==> config.mk <==
export PLATFORM = sky130hd
export DESIGN_NAME = cron_next_match_search
export DESIGN_NICKNAME = d
export VERILOG_FILES = /design/src/cnms_pkg.sv /design/src/cron_next_match_search.sv /design/src/cnms_cfg.sv /design/src/cnms_ctrl.sv /design/src/cnms_dpath.sv
export SDC_FILE = /design/constraint.sdc
export NUM_CORES = 1
export LEC_CHECK = 0
export ABC_AREA = 1
export BUFFER_PORTS_ARGS = -buffer_cell sky130_fd_sc_hd__buf_2
export CAP_MARGIN = 20
export CORE_ASPECT_RATIO = 0.9
export CORE_UTILIZATION = 45
export CTS_CLUSTER_SIZE = 8
export DETAILED_ROUTE_END_ITERATION = 16
export GPL_TIMING_DRIVEN = 0
export HOLD_SLACK_MARGIN = 0.12
export PLACE_DENSITY_LB_ADDON = 0.12
export SYNTH_ARGS = -nofsm -noshare
export SYNTH_HDL_FRONTEND = slang
export SYNTH_SLANG_ARGS = --single-unit
==> constraint.sdc <==
create_clock -name i_clk -period 9.74 [get_ports i_clk]
set_input_delay 0.974 -clock i_clk [delete_from_list [all_inputs] [get_ports i_clk]]
set_output_delay 0.974 -clock i_clk [all_outputs]
set_load 0.05 [all_outputs]
==> src/cnms_pkg.sv <==
// ----------------------------------------------------------------------------
// cnms_pkg: shared types and constants for the cron next-match search
// Configuration layout, controller commands, calendar helper functions.
// ----------------------------------------------------------------------------
`timescale 1ns / 1ps

package cnms_pkg;

    localparam int unsigned SEARCH_DAYS_DEF = 1461;

    localparam int unsigned CFG_IDX_W  = 3;
    localparam int unsigned CFG_DATA_W = 60;

    localparam int unsigned MIN_LAST   = 59;
    localparam int unsigned HOUR_LAST  = 23;
    localparam int unsigned MON_LAST   = 12;
    localparam int unsigned MON_MARCH  = 3;
    localparam int unsigned WDAY_LAST  = 6;
    localparam int unsigned WEEK_DAYS  = 7;

    localparam int unsigned CENTURY      = 100;
    localparam int unsigned QUAD_CENTURY = 400;
    localparam int unsigned YEAR_SHIFT   = 400;
    localparam int unsigned YS_DIV4      = YEAR_SHIFT / 4;
    localparam int unsigned YS_DIV100    = YEAR_SHIFT / 100;
    localparam int unsigned YS_DIV400    = YEAR_SHIFT / 400;

    // x / 25 = (x * DIV25_MUL) >> DIV25_SHIFT, exact for x < 4096
    localparam int unsigned DIV25_MUL   = 5243;
    localparam int unsigned DIV25_SHIFT = 17;
    // x / 7 = (x * DIV7_MUL) >> DIV7_SHIFT, exact for x < 32768
    localparam int unsigned DIV7_MUL    = 37450;
    localparam int unsigned DIV7_SHIFT  = 18;

    typedef enum logic [CFG_IDX_W-1:0] {
        REG_MINUTE    = 3'd0,
        REG_HOUR      = 3'd1,
        REG_DAY       = 3'd2,
        REG_MONTH     = 3'd3,
        REG_WEEKDAY   = 3'd4,
        REG_DAY_WILD  = 3'd5,
        REG_WDAY_WILD = 3'd6
    } t_reg_idx;

    typedef struct packed {
        logic [59:0] minute_mask;
        logic [23:0] hour_mask;
        logic [31:0] day_mask;
        logic [12:0] month_mask;
        logic [6:0]  weekday_mask;
        logic        day_wild;
        logic        wday_wild;
    } t_cfg;

    localparam logic [59:0] MINUTE_MASK_RST  = 60'hFFF_FFFF_FFFF_FFFF;
    localparam logic [23:0] HOUR_MASK_RST    = 24'hFF_FFFF;
    localparam logic [31:0] DAY_MASK_RST     = 32'hFFFF_FFFE;
    localparam logic [12:0] MONTH_MASK_RST   = 13'h1FFE;
    localparam logic [6:0]  WEEKDAY_MASK_RST = 7'h7F;

    typedef enum logic [3:0] {
        CMD_IDLE,
        CMD_LOAD,
        CMD_QUOT,
        CMD_REM,
        CMD_CLAMP,
        CMD_WSUM,
        CMD_WDIV,
        CMD_WREM,
        CMD_ADV_MIN,
        CMD_STEP
    } t_cmd;

    typedef enum logic [3:0] {
        ST_IDLE,
        ST_QUOT,
        ST_REM,
        ST_CLAMP,
        ST_WSUM,
        ST_WDIV,
        ST_WREM,
        ST_ADV_MIN,
        ST_SEARCH
    } t_state;

    typedef struct packed {
        logic hit;
        logic miss;
    } t_status;

    function automatic logic [4:0] month_len(input logic [3:0] m, input logic leap);
        logic [4:0] len;
        case (m)
            4'd2: begin
                len = leap ? 5'd29 : 5'd28;
            end
            4'd4, 4'd6, 4'd9, 4'd11: begin
                len = 5'd30;
            end
            default: begin
                len = 5'd31;
            end
        endcase
        return len;
    endfunction

    // weekday offset of the first of each month, March-based year
    function automatic logic [2:0] month_offset(input logic [3:0] m);
        logic [2:0] t;
        case (m)
            4'd1:    t = 3'd0;
            4'd2:    t = 3'd3;
            4'd3:    t = 3'd2;
            4'd4:    t = 3'd5;
            4'd5:    t = 3'd0;
            4'd6:    t = 3'd3;
            4'd7:    t = 3'd5;
            4'd8:    t = 3'd1;
            4'd9:    t = 3'd4;
            4'd10:   t = 3'd6;
            4'd11:   t = 3'd2;
            4'd12:   t = 3'd4;
            default: t = 3'd0;
        endcase
        return t;
    endfunction

    // v < 42
    function automatic logic [2:0] mod7_small(input logic [5:0] v);
        logic [5:0] r;
        r = v;
        for (int k = 0; k < 5; k++) begin
            if (r >= 6'(WEEK_DAYS)) begin
                r = r - 6'(WEEK_DAYS);
            end
        end
        return r[2:0];
    endfunction

endpackage

==> src/cron_next_match_search.sv <==
// ----------------------------------------------------------------------------
// cron_next_match_search: next minute matching a cron schedule
// Given a start time, finds the first later minute allowed by the schedule
// masks, searching the Gregorian calendar up to SEARCH_DAYS days ahead.
//
// Usage:
//   Command channel: an item is taken on a rising edge with start high and
//   busy low. busy stays high until the search ends. The result is shown
//   for exactly one cycle with o_result_valid; the receiver cannot stall,
//   so it must capture the result in that cycle.
//   Config channel: i_cfg_valid / o_cfg_ready (always ready), register
//   index i_cfg_index, data i_cfg_data. Write only while busy is low.
//   Search: setup (clamp, year residues, start weekday), then one
//   candidate tried per cycle until a match or a miss. A candidate
//   is a skipped month, a skipped day, a skipped hour or a skipped minute.
//   One item at a time: a new item is taken the cycle the strobe shows.
//   Reset: synchronous, active low; returns to idle and restores the
//   schedule to every minute allowed.
// ----------------------------------------------------------------------------
`timescale 1ns / 1ps

module cron_next_match_search
    import cnms_pkg::*;
#(
    parameter int unsigned SEARCH_DAYS = SEARCH_DAYS_DEF
) (
    input  logic                  i_clk,
    input  logic                  i_rst_n,
    input  logic                  start,
    output logic                  busy,
    input  logic [13:0]           i_start_year,
    input  logic [3:0]            i_start_month,
    input  logic [4:0]            i_start_day,
    input  logic [4:0]            i_start_hour,
    input  logic [5:0]            i_start_minute,
    output logic                  o_result_valid,
    output logic                  o_found,
    output logic [13:0]           o_next_year,
    output logic [3:0]            o_next_month,
    output logic [4:0]            o_next_day,
    output logic [4:0]            o_next_hour,
    output logic [5:0]            o_next_minute,
    output logic [2:0]            o_next_weekday,
    input  logic                  i_cfg_valid,
    output logic                  o_cfg_ready,
    input  logic [CFG_IDX_W-1:0]  i_cfg_index,
    input  logic [CFG_DATA_W-1:0] i_cfg_data
);

    t_cfg    cfg;
    t_cmd    cmd;
    t_status status;

    cnms_cfg u_cfg (
        .i_clk       (i_clk),
        .i_rst_n     (i_rst_n),
        .i_cfg_valid (i_cfg_valid),
        .o_cfg_ready (o_cfg_ready),
        .i_cfg_index (i_cfg_index),
        .i_cfg_data  (i_cfg_data),
        .o_cfg       (cfg)
    );

    cnms_ctrl u_ctrl (
        .i_clk    (i_clk),
        .i_rst_n  (i_rst_n),
        .i_start  (start),
        .i_status (status),
        .o_busy   (busy),
        .o_cmd    (cmd),
        .o_done   (o_result_valid)
    );

    cnms_dpath #(
        .SEARCH_DAYS (SEARCH_DAYS)
    ) u_dpath (
        .i_clk          (i_clk),
        .i_cmd          (cmd),
        .i_cfg          (cfg),
        .i_start_year   (i_start_year),
        .i_start_month  (i_start_month),
        .i_start_day    (i_start_day),
        .i_start_hour   (i_start_hour),
        .i_start_minute (i_start_minute),
        .o_status       (status),
        .o_found        (o_found),
        .o_next_year    (o_next_year),
        .o_next_month   (o_next_month),
        .o_next_day     (o_next_day),
        .o_next_hour    (o_next_hour),
        .o_next_minute  (o_next_minute),
        .o_next_weekday (o_next_weekday)
    );

endmodule

==> src/cnms_cfg.sv <==
// ----------------------------------------------------------------------------
// cnms_cfg: schedule register bank
// Holds the cron masks and wild flags, written through the config channel.
// ----------------------------------------------------------------------------
`timescale 1ns / 1ps

module cnms_cfg
    import cnms_pkg::*;
(
    input  logic                  i_clk,
    input  logic                  i_rst_n,
    input  logic                  i_cfg_valid,
    output logic                  o_cfg_ready,
    input  logic [CFG_IDX_W-1:0]  i_cfg_index,
    input  logic [CFG_DATA_W-1:0] i_cfg_data,
    output t_cfg                  o_cfg
);

    t_cfg r_cfg;

    assign o_cfg_ready = 1'b1;
    assign o_cfg       = r_cfg;

    always_ff @(posedge i_clk) begin
        if (!i_rst_n) begin
            r_cfg.minute_mask  <= MINUTE_MASK_RST;
            r_cfg.hour_mask    <= HOUR_MASK_RST;
            r_cfg.day_mask     <= DAY_MASK_RST;
            r_cfg.month_mask   <= MONTH_MASK_RST;
            r_cfg.weekday_mask <= WEEKDAY_MASK_RST;
            r_cfg.day_wild     <= 1'b1;
            r_cfg.wday_wild    <= 1'b1;
        end else if (i_cfg_valid) begin
            case (t_reg_idx'(i_cfg_index))
                REG_MINUTE:    r_cfg.minute_mask  <= i_cfg_data[59:0];
                REG_HOUR:      r_cfg.hour_mask    <= i_cfg_data[23:0];
                REG_DAY:       r_cfg.day_mask     <= i_cfg_data[31:0];
                REG_MONTH:     r_cfg.month_mask   <= i_cfg_data[12:0];
                REG_WEEKDAY:   r_cfg.weekday_mask <= i_cfg_data[6:0];
                REG_DAY_WILD:  r_cfg.day_wild     <= i_cfg_data[0];
                REG_WDAY_WILD: r_cfg.wday_wild    <= i_cfg_data[0];
                default: begin
                end
            endcase
        end
    end

endmodule

==> src/cnms_ctrl.sv <==
// ----------------------------------------------------------------------------
// cnms_ctrl: search sequencer
// Steps the datapath through setup, then one candidate per cycle to the end.
// ----------------------------------------------------------------------------
`timescale 1ns / 1ps

module cnms_ctrl
    import cnms_pkg::*;
(
    input  logic    i_clk,
    input  logic    i_rst_n,
    input  logic    i_start,
    input  t_status i_status,
    output logic    o_busy,
    output t_cmd    o_cmd,
    output logic    o_done
);

    t_state r_state;
    t_state n_state;
    logic   r_done;
    logic   n_done;

    always_ff @(posedge i_clk) begin
        if (!i_rst_n) begin
            r_state <= ST_IDLE;
            r_done  <= 1'b0;
        end else begin
            r_state <= n_state;
            r_done  <= n_done;
        end
    end

    always_comb begin
        n_state = r_state;
        n_done  = 1'b0;
        o_cmd   = CMD_IDLE;
        case (r_state)
            ST_IDLE: begin
                if (i_start) begin
                    o_cmd   = CMD_LOAD;
                    n_state = ST_QUOT;
                end
            end
            ST_QUOT: begin
                o_cmd   = CMD_QUOT;
                n_state = ST_REM;
            end
            ST_REM: begin
                o_cmd   = CMD_REM;
                n_state = ST_CLAMP;
            end
            ST_CLAMP: begin
                o_cmd   = CMD_CLAMP;
                n_state = ST_WSUM;
            end
            ST_WSUM: begin
                o_cmd   = CMD_WSUM;
                n_state = ST_WDIV;
            end
            ST_WDIV: begin
                o_cmd   = CMD_WDIV;
                n_state = ST_WREM;
            end
            ST_WREM: begin
                o_cmd   = CMD_WREM;
                n_state = ST_ADV_MIN;
            end
            ST_ADV_MIN: begin
                o_cmd   = CMD_ADV_MIN;
                n_state = ST_SEARCH;
            end
            ST_SEARCH: begin
                o_cmd = CMD_STEP;
                if (i_status.hit || i_status.miss) begin
                    n_state = ST_IDLE;
                    n_done  = 1'b1;
                end
            end
            default: begin
                n_state = ST_IDLE;
            end
        endcase
    end

    assign o_busy = (r_state != ST_IDLE);
    assign o_done = r_done;

endmodule

==> src/cnms_dpath.sv <==
// ----------------------------------------------------------------------------
// cnms_dpath: calendar walk datapath
// Start-date setup (clamp, year residues, weekday) and the per-cycle
// candidate step over month, day, hour and minute.
// ----------------------------------------------------------------------------
`timescale 1ns / 1ps

module cnms_dpath
    import cnms_pkg::*;
#(
    parameter int unsigned SEARCH_DAYS = SEARCH_DAYS_DEF
) (
    input  logic        i_clk,
    input  t_cmd        i_cmd,
    input  t_cfg        i_cfg,
    input  logic [13:0] i_start_year,
    input  logic [3:0]  i_start_month,
    input  logic [4:0]  i_start_day,
    input  logic [4:0]  i_start_hour,
    input  logic [5:0]  i_start_minute,
    output t_status     o_status,
    output logic        o_found,
    output logic [13:0] o_next_year,
    output logic [3:0]  o_next_month,
    output logic [4:0]  o_next_day,
    output logic [4:0]  o_next_hour,
    output logic [5:0]  o_next_minute,
    output logic [2:0]  o_next_weekday
);

    localparam int unsigned CNT_W = $clog2(SEARCH_DAYS + 32);

    logic [14:0]      r_year,  n_year;
    logic [3:0]       r_month, n_month;
    logic [4:0]       r_day,   n_day;
    logic [4:0]       r_hour,  n_hour;
    logic [5:0]       r_min,   n_min;
    logic [2:0]       r_wday,  n_wday;
    logic [1:0]       r_ym4,   n_ym4;
    logic [6:0]       r_ym100, n_ym100;
    logic [8:0]       r_ym400, n_ym400;
    logic [7:0]       r_q100,  n_q100;
    logic [5:0]       r_q400,  n_q400;
    logic [15:0]      r_wsum,  n_wsum;
    logic [11:0]      r_wq,    n_wq;
    logic [CNT_W-1:0] r_cnt,   n_cnt;

    logic        r_found, n_found;
    logic [13:0] r_ny,    n_ny;
    logic [3:0]  r_nm,    n_nm;
    logic [4:0]  r_nd,    n_nd;
    logic [4:0]  r_nh,    n_nh;
    logic [5:0]  r_nmin,  n_nmin;
    logic [2:0]  r_nwd,   n_nwd;

    logic        leap;
    logic [4:0]  mlen;

    logic [14:0] nm_year;
    logic [3:0]  nm_month;
    logic [1:0]  nm_ym4;
    logic [6:0]  nm_ym100;
    logic [8:0]  nm_ym400;
    logic [5:0]  nm_delta;
    logic [2:0]  nm_wday;

    logic [4:0]  nd_day;
    logic [2:0]  nd_wday;
    logic        nd_wrap;

    logic [5:0]  am_min;
    logic [4:0]  am_hour;
    logic        am_roll;

    logic        month_ok, dom_ok, dow_ok, day_ok, hour_ok, min_ok, miss;
    logic        go_day, go_month;

    logic [25:0] prod100, prod400;
    logic [31:0] prod7;
    logic        early;
    logic [15:0] ya, fa4, fa100, fa400;

    assign leap = ((r_ym4 == 2'd0) && (r_ym100 != 7'd0)) || (r_ym400 == 9'd0);
    assign mlen = month_len(r_month, leap);

    // first of the following month
    always_comb begin
        if (r_month == 4'(MON_LAST)) begin
            nm_month = 4'd1;
            nm_year  = r_year + 15'd1;
            nm_ym4   = r_ym4 + 2'd1;
            nm_ym100 = (r_ym100 == 7'(CENTURY - 1)) ? 7'd0 : r_ym100 + 7'd1;
            nm_ym400 = (r_ym400 == 9'(QUAD_CENTURY - 1)) ? 9'd0 : r_ym400 + 9'd1;
        end else begin
            nm_month = r_month + 4'd1;
            nm_year  = r_year;
            nm_ym4   = r_ym4;
            nm_ym100 = r_ym100;
            nm_ym400 = r_ym400;
        end
    end

    assign nm_delta = 6'(mlen) - 6'(r_day) + 6'd1;
    assign nm_wday  = mod7_small(6'(r_wday) + nm_delta);

    assign nd_wrap = (r_day == mlen);
    assign nd_day  = r_day + 5'd1;
    assign nd_wday = (r_wday == 3'(WDAY_LAST)) ? 3'd0 : r_wday + 3'd1;

    always_comb begin
        am_roll = 1'b0;
        am_hour = r_hour;
        am_min  = r_min + 6'd1;
        if (r_min == 6'(MIN_LAST)) begin
            am_min = 6'd0;
            if (r_hour == 5'(HOUR_LAST)) begin
                am_hour = 5'd0;
                am_roll = 1'b1;
            end else begin
                am_hour = r_hour + 5'd1;
            end
        end
    end

    assign month_ok = i_cfg.month_mask[r_month];
    assign dom_ok   = i_cfg.day_mask[r_day];
    assign dow_ok   = i_cfg.weekday_mask[r_wday];
    assign day_ok   = (i_cfg.day_wild || i_cfg.wday_wild) ? (dom_ok && dow_ok)
                                                          : (dom_ok || dow_ok);
    assign hour_ok  = i_cfg.hour_mask[r_hour];
    assign min_ok   = i_cfg.minute_mask[r_min];
    assign miss     = (r_cnt > CNT_W'(SEARCH_DAYS));

    assign o_status.miss = miss;
    assign o_status.hit  = !miss && month_ok && day_ok && hour_ok && min_ok;

    // weekday of the start date, year taken March-based and shifted one era
    assign prod100 = 26'(r_year[13:2]) * 26'(DIV25_MUL);
    assign prod400 = 26'(r_year[13:4]) * 26'(DIV25_MUL);
    assign early   = (r_month < 4'(MON_MARCH));
    assign ya      = 16'(r_year) + 16'(YEAR_SHIFT) - 16'(early);
    assign fa4     = 16'(r_year[14:2]) + 16'(YS_DIV4) - 16'(early && (r_ym4 == 2'd0));
    assign fa100   = 16'(r_q100) + 16'(YS_DIV100) - 16'(early && (r_ym100 == 7'd0));
    assign fa400   = 16'(r_q400) + 16'(YS_DIV400) - 16'(early && (r_ym400 == 9'd0));
    assign prod7   = 32'(r_wsum) * 32'(DIV7_MUL);

    always_comb begin
        n_year   = r_year;
        n_month  = r_month;
        n_day    = r_day;
        n_hour   = r_hour;
        n_min    = r_min;
        n_wday   = r_wday;
        n_ym4    = r_ym4;
        n_ym100  = r_ym100;
        n_ym400  = r_ym400;
        n_q100   = r_q100;
        n_q400   = r_q400;
        n_wsum   = r_wsum;
        n_wq     = r_wq;
        n_cnt    = r_cnt;
        n_found  = r_found;
        n_ny     = r_ny;
        n_nm     = r_nm;
        n_nd     = r_nd;
        n_nh     = r_nh;
        n_nmin   = r_nmin;
        n_nwd    = r_nwd;
        go_day   = 1'b0;
        go_month = 1'b0;
        case (i_cmd)
            CMD_LOAD: begin
                n_year = {1'b0, i_start_year};
                if (i_start_month == 4'd0) begin
                    n_month = 4'd1;
                end else if (i_start_month > 4'(MON_LAST)) begin
                    n_month = 4'(MON_LAST);
                end else begin
                    n_month = i_start_month;
                end
                n_day  = i_start_day;
                n_hour = (i_start_hour > 5'(HOUR_LAST)) ? 5'(HOUR_LAST) : i_start_hour;
                n_min  = (i_start_minute > 6'(MIN_LAST)) ? 6'(MIN_LAST) : i_start_minute;
            end
            CMD_QUOT: begin
                n_q100 = prod100[DIV25_SHIFT+7:DIV25_SHIFT];
                n_q400 = prod400[DIV25_SHIFT+5:DIV25_SHIFT];
            end
            CMD_REM: begin
                n_ym4   = r_year[1:0];
                n_ym100 = 7'(r_year - 15'(r_q100) * 15'(CENTURY));
                n_ym400 = 9'(r_year - 15'(r_q400) * 15'(QUAD_CENTURY));
            end
            CMD_CLAMP: begin
                if (r_day == 5'd0) begin
                    n_day = 5'd1;
                end else if (r_day > mlen) begin
                    n_day = mlen;
                end
            end
            CMD_WSUM: begin
                n_wsum = ya + fa4 - fa100 + fa400 + 16'(month_offset(r_month))
                       + 16'(r_day);
            end
            CMD_WDIV: begin
                n_wq = prod7[DIV7_SHIFT+11:DIV7_SHIFT];
            end
            CMD_WREM: begin
                n_wday = 3'(r_wsum - 16'(r_wq) * 16'(WEEK_DAYS));
                n_cnt  = '0;
            end
            CMD_ADV_MIN: begin
                n_min  = am_min;
                n_hour = am_hour;
                go_day = am_roll;
            end
            CMD_STEP: begin
                if (miss) begin
                    n_found = 1'b0;
                    n_ny    = '0;
                    n_nm    = '0;
                    n_nd    = '0;
                    n_nh    = '0;
                    n_nmin  = '0;
                    n_nwd   = '0;
                end else if (!month_ok) begin
                    go_month = 1'b1;
                    n_hour   = 5'd0;
                    n_min    = 6'd0;
                end else if (!day_ok) begin
                    go_day = 1'b1;
                    n_hour = 5'd0;
                    n_min  = 6'd0;
                end else if (!hour_ok) begin
                    n_min = 6'd0;
                    if (r_hour == 5'(HOUR_LAST)) begin
                        n_hour = 5'd0;
                        go_day = 1'b1;
                    end else begin
                        n_hour = r_hour + 5'd1;
                    end
                end else if (!min_ok) begin
                    n_min  = am_min;
                    n_hour = am_hour;
                    go_day = am_roll;
                end else begin
                    n_found = 1'b1;
                    n_ny    = r_year[13:0];
                    n_nm    = r_month;
                    n_nd    = r_day;
                    n_nh    = r_hour;
                    n_nmin  = r_min;
                    n_nwd   = r_wday;
                end
            end
            default: begin
            end
        endcase

        if (go_month || (go_day && nd_wrap)) begin
            n_day   = 5'd1;
            n_month = nm_month;
            n_year  = nm_year;
            n_ym4   = nm_ym4;
            n_ym100 = nm_ym100;
            n_ym400 = nm_ym400;
        end else if (go_day) begin
            n_day = nd_day;
        end

        if (go_month) begin
            n_wday = nm_wday;
            n_cnt  = r_cnt + CNT_W'(nm_delta);
        end else if (go_day) begin
            n_wday = nd_wday;
            n_cnt  = r_cnt + CNT_W'(1);
        end
    end

    always_ff @(posedge i_clk) begin
        r_year  <= n_year;
        r_month <= n_month;
        r_day   <= n_day;
        r_hour  <= n_hour;
        r_min   <= n_min;
        r_wday  <= n_wday;
        r_ym4   <= n_ym4;
        r_ym100 <= n_ym100;
        r_ym400 <= n_ym400;
        r_q100  <= n_q100;
        r_q400  <= n_q400;
        r_wsum  <= n_wsum;
        r_wq    <= n_wq;
        r_cnt   <= n_cnt;
        r_found <= n_found;
        r_ny    <= n_ny;
        r_nm    <= n_nm;
        r_nd    <= n_nd;
        r_nh    <= n_nh;
        r_nmin  <= n_nmin;
        r_nwd   <= n_nwd;
    end

    assign o_found        = r_found;
    assign o_next_year    = r_ny;
    assign o_next_month   = r_nm;
    assign o_next_day     = r_nd;
    assign o_next_hour    = r_nh;
    assign o_next_minute  = r_nmin;
    assign o_next_weekday = r_nwd;

endmodule
After elaboration in Yosys (flattened, before gate mapping)
Memories as Yosys holds them, arrays and structs flattened. A register that Yosys moved wholly into a read port is not among the register bits.
Index checks and enable logic that the tools add are counted.
{"block": "word_totals", "reg_bits": 290, "output_inout_bits": 41, "input_bits": 101, "elab_cells": 290, "romBits": 48, "mem_count": 1}
{"memory": "(name not given)", "words": 16, "word_bits": 3, "rd": 1, "rd_ports_with_merged_regs": 1, "wr": 0, "line": "cnms_pkg.sv:110", "source": "case (m)"}
{"block": "op_classes", "n_mul": 6, "reduce_logical": 49, "magnitude_cmp": 16, "n_eq_ne": 41, "muxes": 112, "n_addsub": 35}
{"op": "two-way mux 5 bit", "count": 19}
{"op": "two-way mux 6 bit", "count": 15}
{"op": "one-hot mux 4 bit (9 select lines)", "count": 2}
{"op": "subtractor 16 x 1 -> 16 bit", "count": 4}
{"op": "two-way mux 14 bit", "count": 4}
{"op": "two-way mux 4 bit", "count": 12}
{"op": "two-way mux 15 bit", "count": 3}
{"op": "equality test 4 x 3 -> 1 bit, second input constant", "count": 10}
{"op": "two-way mux 9 bit", "count": 4}
{"op": "two-way mux 11 bit", "count": 3}
{"op": "adder 16 bit", "count": 2}
{"op": "greater-or-equal comparator 6 x 3 -> 1 bit, second input constant", "count": 5}
{"op": "two-way mux 3 bit", "count": 10}
{"op": "multiplier 16 x 15 -> 29 bit, second input constant", "count": 1}
{"op": "two-way mux 7 bit", "count": 4}
{"op": "multiplier 12 x 13 -> 25 bit, second input constant", "count": 1}
{"op": "equality test 4 bit, second input constant", "count": 6}
{"op": "AND reduction 2 bit", "count": 12}
{"op": "subtractor 6 x 3 -> 6 bit, second input constant", "count": 4}
{"op": "multiplier 10 x 13 -> 23 bit, second input constant", "count": 1}
{"op": "two-way mux 1 bit", "count": 23}
{"op": "equality test 4 x 2 -> 1 bit, second input constant", "count": 5}
{"op": "one-hot mux 5 bit (2 select lines)", "count": 2}
{"op": "one-hot mux 6 bit (3 select lines)", "count": 1}
{"op": "other kinds (72)", "count": 106}

Depth between registers and ports, before layout
Gate-level depths: netlist of the first run.
{"block": "logic_depth", "depth_word": 19, "depth_mapped": 52}

Modules after synthesis
From an unflattened synthesis of the first run, not the netlist that was laid out.
{"block": "hier_totals", "hier_cells": 2790, "area_unflattened_um2": 23344.9}
{"mod": "cnms_dpath", "n_inst": 1, "seq_area_each_um2": 4154.0, "cells_each": 2133, "area_each_um2": 18225.0}
{"mod": "cnms_cfg", "n_inst": 1, "seq_area_each_um2": 2762.6, "cells_each": 622, "area_each_um2": 4857.2}
{"mod": "cnms_ctrl", "n_inst": 1, "seq_area_each_um2": 100.1, "cells_each": 35, "area_each_um2": 262.8}

Worst setup path after synthesis of the first run
No wires, ideal clock.
{"block": "synth_path", "path_type": "reg-to-reg", "startpoint": "register u_dpath.r_month[0]", "endpoint": "register u_dpath.r_wday[0] (data pin)", "setup_time_ns": 0.254, "required_ns": 9.486, "synth_period_minus_slack_ns": 6.386, "stages_incl_launch_ff": 53, "path_buffers": 1, "path_slack_ns": 3.354, "t_arrival_ns": 6.132, "cell_sequence": "edfxtp_1 > buf_2 > clkinv_1 > ha_1 > nand2_1 > inv_1 > nand3_1 > nand3_1 > inv_1 > ha_1 > ha_1 > inv_1 > fa_1 > inv_1 > ha_1 > nand2_1 > nor2_1 > nor2_1 > [... 17 more ...] > inv_2 > nor2_4 > nand2_4 > nand2_1 > nand2_2 > ha_1 > nand3_2 > nand4_4 > or2_0 > o21ai_2 > inv_1 > ha_1 > nand2_2 > nand3_1 > nand2_1 > nand2_1 > nand2_1 > nand2_1"}
{"block": "synth_via", "elab_chain_len": 17, "elab_cells_between_ends": 35}
{"item": "start: declaration", "line": "cnms_dpath.sv:34", "source": "logic [3:0] r_month, n_month;"}
{"item": "start signal: assignment", "line": "cnms_dpath.sv:282", "source": "r_month <= n_month;"}
{"item": "equality test 4 x 3 -> 1 bit or equality test 4 bit (tied branches)", "line": "cnms_pkg.sv:93", "source": "case (m)"}
{"item": "OR reduction 4 bit", "line": "cnms_pkg.sv:93"}
{"item": "one-hot mux 5 bit (2 select lines)", "line": "cnms_pkg.sv:93"}
{"item": "subtractor 5 x 5 -> 6 bit", "line": "cnms_dpath.sv:103", "source": "assign nm_delta = 6'(mlen) - 6'(r_day) + 6'd1;"}
{"item": "adder 6 x 1 -> 6 bit", "line": "cnms_dpath.sv:103"}
{"item": "adder 3 x 6 -> 6 bit", "line": "cnms_dpath.sv:104", "source": "assign nm_wday = mod7_small(6'(r_wday) + nm_delta);"}
{"item": "subtractor 6 x 3 -> 6 bit or greater-or-equal comparator 6 x 3 -> 1 bit (tied branches)", "line": "cnms_pkg.sv:134, cnms_pkg.sv:133"}
{"item": "two-way mux 6 bit", "line": "cnms_pkg.sv:133", "source": "if (r >= 6'(WEEK_DAYS)) begin"}
{"item": "[... 2 more ...]"}
{"item": "subtractor 6 x 3 -> 6 bit or greater-or-equal comparator 6 x 3 -> 1 bit (tied branches)", "line": "cnms_pkg.sv:134, cnms_pkg.sv:133"}
{"item": "two-way mux 6 bit", "line": "cnms_pkg.sv:133"}
{"item": "subtractor 6 x 3 -> 6 bit or greater-or-equal comparator 6 x 3 -> 1 bit (tied branches)", "line": "cnms_pkg.sv:134, cnms_pkg.sv:133"}
{"item": "two-way mux 6 bit", "line": "cnms_pkg.sv:133"}
{"item": "greater-or-equal comparator 6 x 3 -> 1 bit or subtractor 3 bit (tied branches)", "line": "cnms_pkg.sv:133, cnms_pkg.sv:134"}
{"item": "two-way mux 3 bit", "line": "cnms_pkg.sv:133"}
{"item": "two-way mux 3 bit (*)", "line": "cnms_dpath.sv:271", "source": "if (go_month) begin"}
{"item": "via u_dpath.n_wday[0]", "line": "cnms_dpath.sv:38", "source": "logic [2:0] r_wday, n_wday;"}
{"item": "end signal: assignment", "line": "cnms_dpath.sv:286", "source": "r_wday <= n_wday;"}
{"item": "end: declaration", "line": "cnms_dpath.sv:38"}
Mark *: on every way through the listed nets, which the timed path passes. The rest lies on a longest branch. The select of a mux whose other input is x is not followed.
A chain may end at the register's enable or synchronous reset.

Worst setup path in the final report of the first run
Same ends and word-level chain as after synthesis.

==> impl_metrics.ini, run 1 <==
[run_status]
status = finished, final reports clean

[clock_network]
cts_root_buffer = clkbuf_16
cts.sinks = 284
post_cts_buffers = 0
cts_resized = 0
cts_tree = yes
clock_latency_ns = 0.59
hold_buffers = 0
clk_pin_slew_ns = 0.05
cts.htree.levels = 2
clk_path_buf_depth = 3
cts_made_buffers = 42

[critical_path]
slowest_stage = fa_1
rr_endpoint = u_dpath.r_wday[0]
worstRegToRegCells = 52
reg2reg_slack_ns = 2.24
critPathKind = reg2reg
cp.required_ns = 10.07
endpoint_kind = register
cpPeakStageDelay_ns = 0.47
r2r_start = u_dpath.r_month[0]
worstPathArrival_ns = 7.82
path_max_fanout = 11
startpoint_type = register
critPathMostFrequentCell = nand2_1

[route]
wirelength_mm = 59.9
vias = 18700
drc = 0
viasPerCell = 5.30
drt_iter0_drc = 1401
ant_nets = 0
avgRoutedWirePerCell_um = 17.0
drt-pass1-iter-count = 5

[global_routing]
track_usage_pct = 24.4
grt_pass1_wl_mm = 96.8
grt_max_degree = 28
gr-total-overflow = 0
antenna_found_initial = 0
grt_pass1_vias = 18400

[run]
maxCapViolCount = 0

[yosys]
synth_top_area_cell = edfxtp_1
ys.flop_type = dfxtp_1
yosys.area.top_type_share_pct = 17.9
yosysWarnings = 0
yosys.cell_count.top_type = nand2_1
ys_types = 61
syn_inst = 2689
syn_area_per_cell_sq_um = 8.29
synth_edf_count = 133
syn_area_sq_um = 22300
yosys_register_bits = 284
async_flop_share_pct = 0
ys_top_cells_by_count = nand2_1, inv_1, ha_1, nand3_1, nor2_1
syn_nets = 3184
yosysSeqAreaShare_pct = 31.5
synthTopCellsByArea = edfxtp_1, ha_1, dfxtp_1

[timing]
finalSetupViolations = 0
tightest_slew_ns = 0.962
min_period_ns = 7.50
rsz0062_at_grt = false
timing.hold.ws_ns = 0.451
clock_skew_ns = 0.0477
relSlewSlack_pct = 35.8
finalCritPeriodShare_pct = 77.0
hold_violations = 0
tns_ns = 0
slew_viol_final = 0
fmax_ghz = 0.133

[placed_design]
place_inst = 3458
globalplace.congestion = 0.888
portBuffers = 140
place_hpwl_mm = 47.4

[floorplan]
start_util_pct = 46.0
rows = 76
fp.dieH_um = 213
dieArea_sq_um = 50400
fp.dieW_um = 237
coreArea_sq_um = 48400
ios = 142

[finish]
drive_gt1_share_pct = 9.24
finalNonFillerCells = 3525
utilization_pct = 51.9
area_growth_pct = 12.7
n_fill_cell = 4580
insertedDiodeCount = 0
fin_nets = 3373

[worst_hold_path]
min_from = u_cfg.o_cfg[124]
min_path_type = reg2reg
hold_end = u_cfg.o_cfg[124]
holdPathStages = 2
## layout by cell type (no fill, tap or decap), drive strengths merged, types with 3 or more instances in the layout
cell type,netlist,routed
a211oi,3,3
a21o,5,5
a21oi,78,78
a31oi,6,6
a32o,3,3
buf,16,161
clkbuf,60,123
clkinv,6,8
dfxtp,151,151
edfxtp,133,133
fa,121,121
ha,273,273
inv,393,394
nand2,586,586
nand3,232,232
nand3b,10,10
nand4,24,24
nor2,215,215
nor3,16,16
nor4,6,6
o211ai,10,10
o21ai,151,151
o21bai,5,5
o221ai,17,17
o22ai,26,26
o311ai,3,3
o31ai,9,9
o32ai,3,3
or2,6,6
xnor2,24,24
xor2,80,80
## per-stage QoR
stage               worst slack (ns)  area, sq um
floorplan                       3.35        22300
global placement                2.37        23800
detailed placement              2.22        23800
CTS                             2.21        25100
global route                    1.50        25100
finish                          2.24        25100
## metal layers
metal  vias to the layer above  wire [um]  global-route usage, %
met5                         -          0                      0
met4                         0       1550                   7.25
met1                      8809      27900                   33.8
li1                       9230          -                      -
met2                       545      26700                   39.1
met3                        96       3680                   3.88
## cell type report
class | count | area, sq um | share of cell area, %
plain buffers | 76 | 308 | 1.23
clock buffers | 63 | 1160 | 4.62
clock inverters | 4 | 110 | 0.438
inverters | 399 | 1500 | 5.97
multi-input cells | 1930 | 13500 | 53.7
flip-flops and latches | 284 | 7020 | 27.9
well taps | 624 | 781 | 3.11
repair buffers | 145 | 762 | 3.03
## cells by family after synthesis
group	Yosys count	synth area share [%]
compound gates	329	8.59
xor+xnor	104	4.12
fa+ha+maj	394	26.2
buf+inv	475	8.11
flops	284	31.5
mux	1	0.0449
other cells	1	0.0168
simple gates	1101	21.4
## worst max path at each step
stage / start / end / slack, ns / cells past startpoint
after floorplan: u_dpath.r_month[0] / u_dpath.r_wday[0] / 3.35 / 52
after global placement: u_dpath.r_month[0] / u_dpath.r_wday[0] / 2.37 / 52
final: u_dpath.r_month[0] / u_dpath.r_wday[0] / 2.24 / 52
after CTS: u_dpath.r_month[0] / u_dpath.r_wday[0] / 2.21 / 52
after global routing: u_dpath.r_month[0] / u_dpath.r_wday[0] / 1.50 / 52
after detailed placement: u_dpath.r_month[0] / u_dpath.r_wday[0] / 2.22 / 52
## registers in the layout, summed over array words and instances (netlist names), 7 cells and up, named ones only
signal,count
u_cfg.o_cfg,138
u_dpath.r_wsum,16
u_dpath.r_year,15
u_dpath.o_next_year,14
u_dpath.r_cnt,11
u_dpath.r_ym400,9
u_dpath.r_q100,8
u_dpath.r_ym100,7
## critical path: cells and delay by family (launching register included)
kind	cells	cell delay, ns
AND/OR/NAND/NOR	31	3.19
buffers and inverters	10	1.17
AO/OA/AOI/OAI	2	0.13
adder cells (fa/ha/maj)	9	2.37
flip-flops	1	0.38
Power of run 1 is not shown: default switching activity piles up to over one toggle a cycle in this logic, so the estimate is an artifact.
==> inputs of run 2 (changes only) <==
==> constraint.sdc (replaced) <==
create_clock -name i_clk -period 6.32 [get_ports i_clk]
set_input_delay 0.632 -clock i_clk [delete_from_list [all_inputs] [get_ports i_clk]]
set_output_delay 0.632 -clock i_clk [all_outputs]
set_load 0.05 [all_outputs]
==> impl_metrics.ini, run 2 (synthesis results as in run 1) <==
[route]
top_layer = met4
viasPerCell = 5.31
dr_wl_met2_mm = 27.9
met3_length_mm = 3.74
avgRoutedWirePerCell_um = 17.0
drt-pass1-iter-count = 6
drt_iter0_drc = 1335
wl_met1_mm = 27.7
ant_nets = 0
vias = 18900
drc = 0
wirelength_mm = 60.7

[placed_design]
dpl_cell_area_sq_um = 23900
preCtsSetupSlack_ns = -0.902
place_hpwl_mm = 47.5
globalplace.congestion = 0.887
portBuffers = 140

[critical_path]
critPathKind = reg2reg
crit_family = simple AND/OR/NAND/NOR gates
cp.required_ns = 6.65
slowest_stage = fa_1
cpPeakStageDelay_ns = 0.51
critPathMostFrequentCell = ha_4
worstPathArrival_ns = 6.69
path_max_fanout = 4
crit_buf_inv = 9
startpoint_type = register
endpoint_kind = register

[floorplan]
ios = 142
start_util_pct = 46.0
fp.dieH_um = 213
coreArea_sq_um = 48400
rows = 76
dieArea_sq_um = 50400
fp.dieW_um = 237

[timing]
finalCritPeriodShare_pct = 101
setup_ws_ns = -0.0428
relSlewSlack_pct = 42.2
rsz0062_at_grt = true
min_period_ns = 6.36
tightest_slew_ns = 0.864
fmax_ghz = 0.157
finalSetupViolations = 1
hold_violations = 0
clock_skew_ns = 0.0421
slew_viol_final = 0

[clock_network]
clk_path_buf_depth = 3
cts_root_buffer = clkbuf_16
cts_tree = yes
hold_buffers = 0
clock_latency_ns = 0.58
clk_pin_slew_ns = 0.06
cts.htree.levels = 2
cts.sinks = 284
cts_made_buffers = 42

[global_routing]
track_usage_pct = 24.5
gr-total-overflow = 0
antenna_found_initial = 0
grt_pass1_wl_mm = 97.9
grt_max_degree = 24
grt_pass1_vias = 18700

[finish]
area_growth_pct = 15.3
fin_nets = 3410
insertedDiodeCount = 0
layout_common_cells = nand2_1, inv_1, ha_1
largest_register_ffs = 138
drive_gt1_share_pct = 11.9
design_area_sq_um = 25700
layout_commonest_cell = nand2_1

[run]
maxCapViolCount = 0

[run_status]
status = finished, violations left
failed_checks = negative setup slack

[worst_hold_path]
min_path_type = in2reg
[run 2: changes by cell type in the layout (fill, tap and decap cells not counted), sizes merged]
cell / previous run / this run
buf: 161 / 198
clkbuf: 123 / 126
inv: 394 / 393
[run 2: routing by layer]
metal	global-route usage (%)	up-vias
li1	-	9287
met1	33.5	9036
met3	3.98	102
met5	0	-
met2	40.1	512
met4	6.92	0
[run 2: layout make-up]
class,count,area [sq um]
fillers,4520,22700
multi-input cells,1930,13800
flip-flops and latches,284,7020
inverters,399,1510
clock buffers,66,1170
repair buffers,182,1050
well taps,624,781
plain buffers,76,314
clock inverters,3,90.1
[run 2: stage by stage]
| step | setup TNS (ns) | hold WS, ns | utilization (%) | cells |
|---|---|---|---|---|
| global route | -0.919 | 0.270 | 53.1 | 3564 |
| detailed placement | -2.51 | 0.437 | 49.3 | 3459 |
| finish | -0.0428 | 0.274 | 53.1 | 3564 |
| global placement | -10.66 | 0.433 | 49.1 | 3453 |
| floorplan | 0 | 0.424 | - | 2689 |
| CTS | 0 | 0.246 | 52.6 | 3551 |
[run 2: worst register-to-register path: cells and delay by family, from the launching register on]
family                     cells  cell delay [ns]
AOI/OAI and AO/OA              3             0.25
adders and majority gates      9             1.80
buffers and inverters          9             0.64
DFF                            1             0.41
and+or+nand+nor               30             3.01
[run 2: repair_timing]
action                     CTS  global route
gates cloned                 0             0
buffers inserted            23            13
gates resized for setup     39            37
pin swaps                   25            36
setup endpoints to repair    3             4
[run 2: final timing paths]
check | startpoint | end | slack, ns | depth (start not counted)
setup reg to reg | u_dpath.r_ym400[1] | u_dpath.r_wday[0] | -0.04 | 51
hold reg to reg | u_cfg.o_cfg[64] | u_cfg.o_cfg[64] | 0.45 | 2
setup / recovery | u_dpath.r_ym400[1] | u_dpath.r_wday[0] | -0.04 | 51
hold / removal | i_cfg_data[34] | u_cfg.o_cfg[112] | 0.27 | 3
Power of run 2 is left out for the same reason.
==> inputs of run 3 (changes only) <==
==> constraint.sdc (replaced) <==
create_clock -name i_clk -period 8.22 [get_ports i_clk]
set_input_delay 0.822 -clock i_clk [delete_from_list [all_inputs] [get_ports i_clk]]
set_output_delay 0.822 -clock i_clk [all_outputs]
set_load 0.05 [all_outputs]
==> impl_metrics.ini, run 3 (synthesis results as in run 1) <==
[run_status]
status = finished, final reports clean

[clock_network]
clock_latency_ns = 0.59
clk_pin_slew_ns = 0.05
cts_root_buffer = clkbuf_16
cts.sinks = 284
hold_buffers = 0
clk_path_buf_depth = 3
post_cts_buffers = 0
cts.htree.levels = 2
cts_tree = yes
cts_made_buffers = 42

[placed_design]
preCtsSetupSlack_ns = 0.703
dpl_cell_area_sq_um = 23800
globalplace.congestion = 0.888
portBuffers = 140
place_hpwl_mm = 47.4

[worst_hold_path]
min_path_type = in2reg

[timing]
relSlewSlack_pct = 35.8
hold_violations = 0
finalCritPeriodShare_pct = 89.3
fmax_ghz = 0.136
clock_skew_ns = 0.0476
setup_ws_ns = 0.877
finalSetupViolations = 0
slew_viol_final = 0
tightest_slew_ns = 0.962
min_period_ns = 7.34
rsz0062_at_grt = false
tns_ns = 0

[route]
vias = 18700
ant_nets = 0
drc = 0
drt_iter0_drc = 1404
wirelength_mm = 59.8
avgRoutedWirePerCell_um = 17.0
drt-pass1-iter-count = 7
viasPerCell = 5.30

[critical_path]
reg2reg_slack_ns = 0.88
path_max_fanout = 11
slowest_stage = fa_1
endpoint_kind = register
critPathKind = reg2reg
startpoint_type = register
cpPeakStageDelay_ns = 0.47
worstPathArrival_ns = 7.67
cp.required_ns = 8.55
critPathMostFrequentCell = nand2_1

[floorplan]
fp.dieH_um = 213
coreArea_sq_um = 48400
ios = 142
fp.dieW_um = 237
dieArea_sq_um = 50400
rows = 76
start_util_pct = 46.0

[finish]
largest_register_ffs = 138
layout_common_cells = nand2_1, inv_1, ha_1
fin_nets = 3373
layout_commonest_cell = nand2_1
area_growth_pct = 12.7
n_fill_cell = 4581
multiInputGateArea_sq_um = 13500
seqCellArea_sq_um = 7020
insertedDiodeCount = 0
drive_gt1_share_pct = 9.27
utilization_pct = 51.9
design_area_sq_um = 25100

[global_routing]
grt_max_degree = 28
track_usage_pct = 24.4
grt_pass1_wl_mm = 96.8
grt_pass1_vias = 18400
antenna_found_initial = 0
gr-total-overflow = 0

[run]
maxCapViolCount = 0
## run 3: layout make-up
cell class | count | area share [%]
multi-input cells | 1930 | 53.7
flip-flops and latches | 284 | 27.9
inverters | 399 | 5.99
clock buffers | 63 | 4.62
well taps | 624 | 3.11
repair buffers | 145 | 3.03
plain buffers | 76 | 1.23
clock inverters | 4 | 0.438
## run 3: routing by layer
metal	up-vias	wire (um)	GRT usage, %
li1	9231	-	-
met3	96	3790	3.88
met5	-	0	0
met4	0	1560	7.25
met2	564	26700	39.1
met1	8804	27800	33.8
## run 3: path summary, 6_finish.rpt
path	start	to	cells past startpoint
worst min-delay path	i_cfg_data[34]	u_cfg.o_cfg[112]	3
worst max register to register	u_dpath.r_month[0]	u_dpath.r_wday[0]	52
worst max-delay path	u_dpath.r_month[0]	u_dpath.r_wday[0]	52
worst min register to register	u_cfg.o_cfg[124]	u_cfg.o_cfg[124]	2
## run 3: stage by stage
| step | hold WS [ns] | cells |
|---|---|---|
| final | 0.446 | 3525 |
| after global routing | 0.443 | 3525 |
| after CTS | 0.424 | 3525 |
| after detailed placement | 0.439 | 3458 |
| after global placement | 0.432 | 3453 |
| after floorplan | 0.424 | 2689 |
## run 3: repair_timing
action,4_1_cts,5_1_grt
endpoints found under the hold margin,0,0
resized for setup,0,1
setup endpoints to repair,0,1
## run 3: critical path, delay by kind of cell, from the launching register on
kind | cells | cell delay [ns]
compound gates | 2 | 0.13
fa+ha+maj | 9 | 2.30
buf+inv | 10 | 1.09
flops | 1 | 0.38
simple gates | 31 | 3.19
Power of run 3 is left out for the same reason.
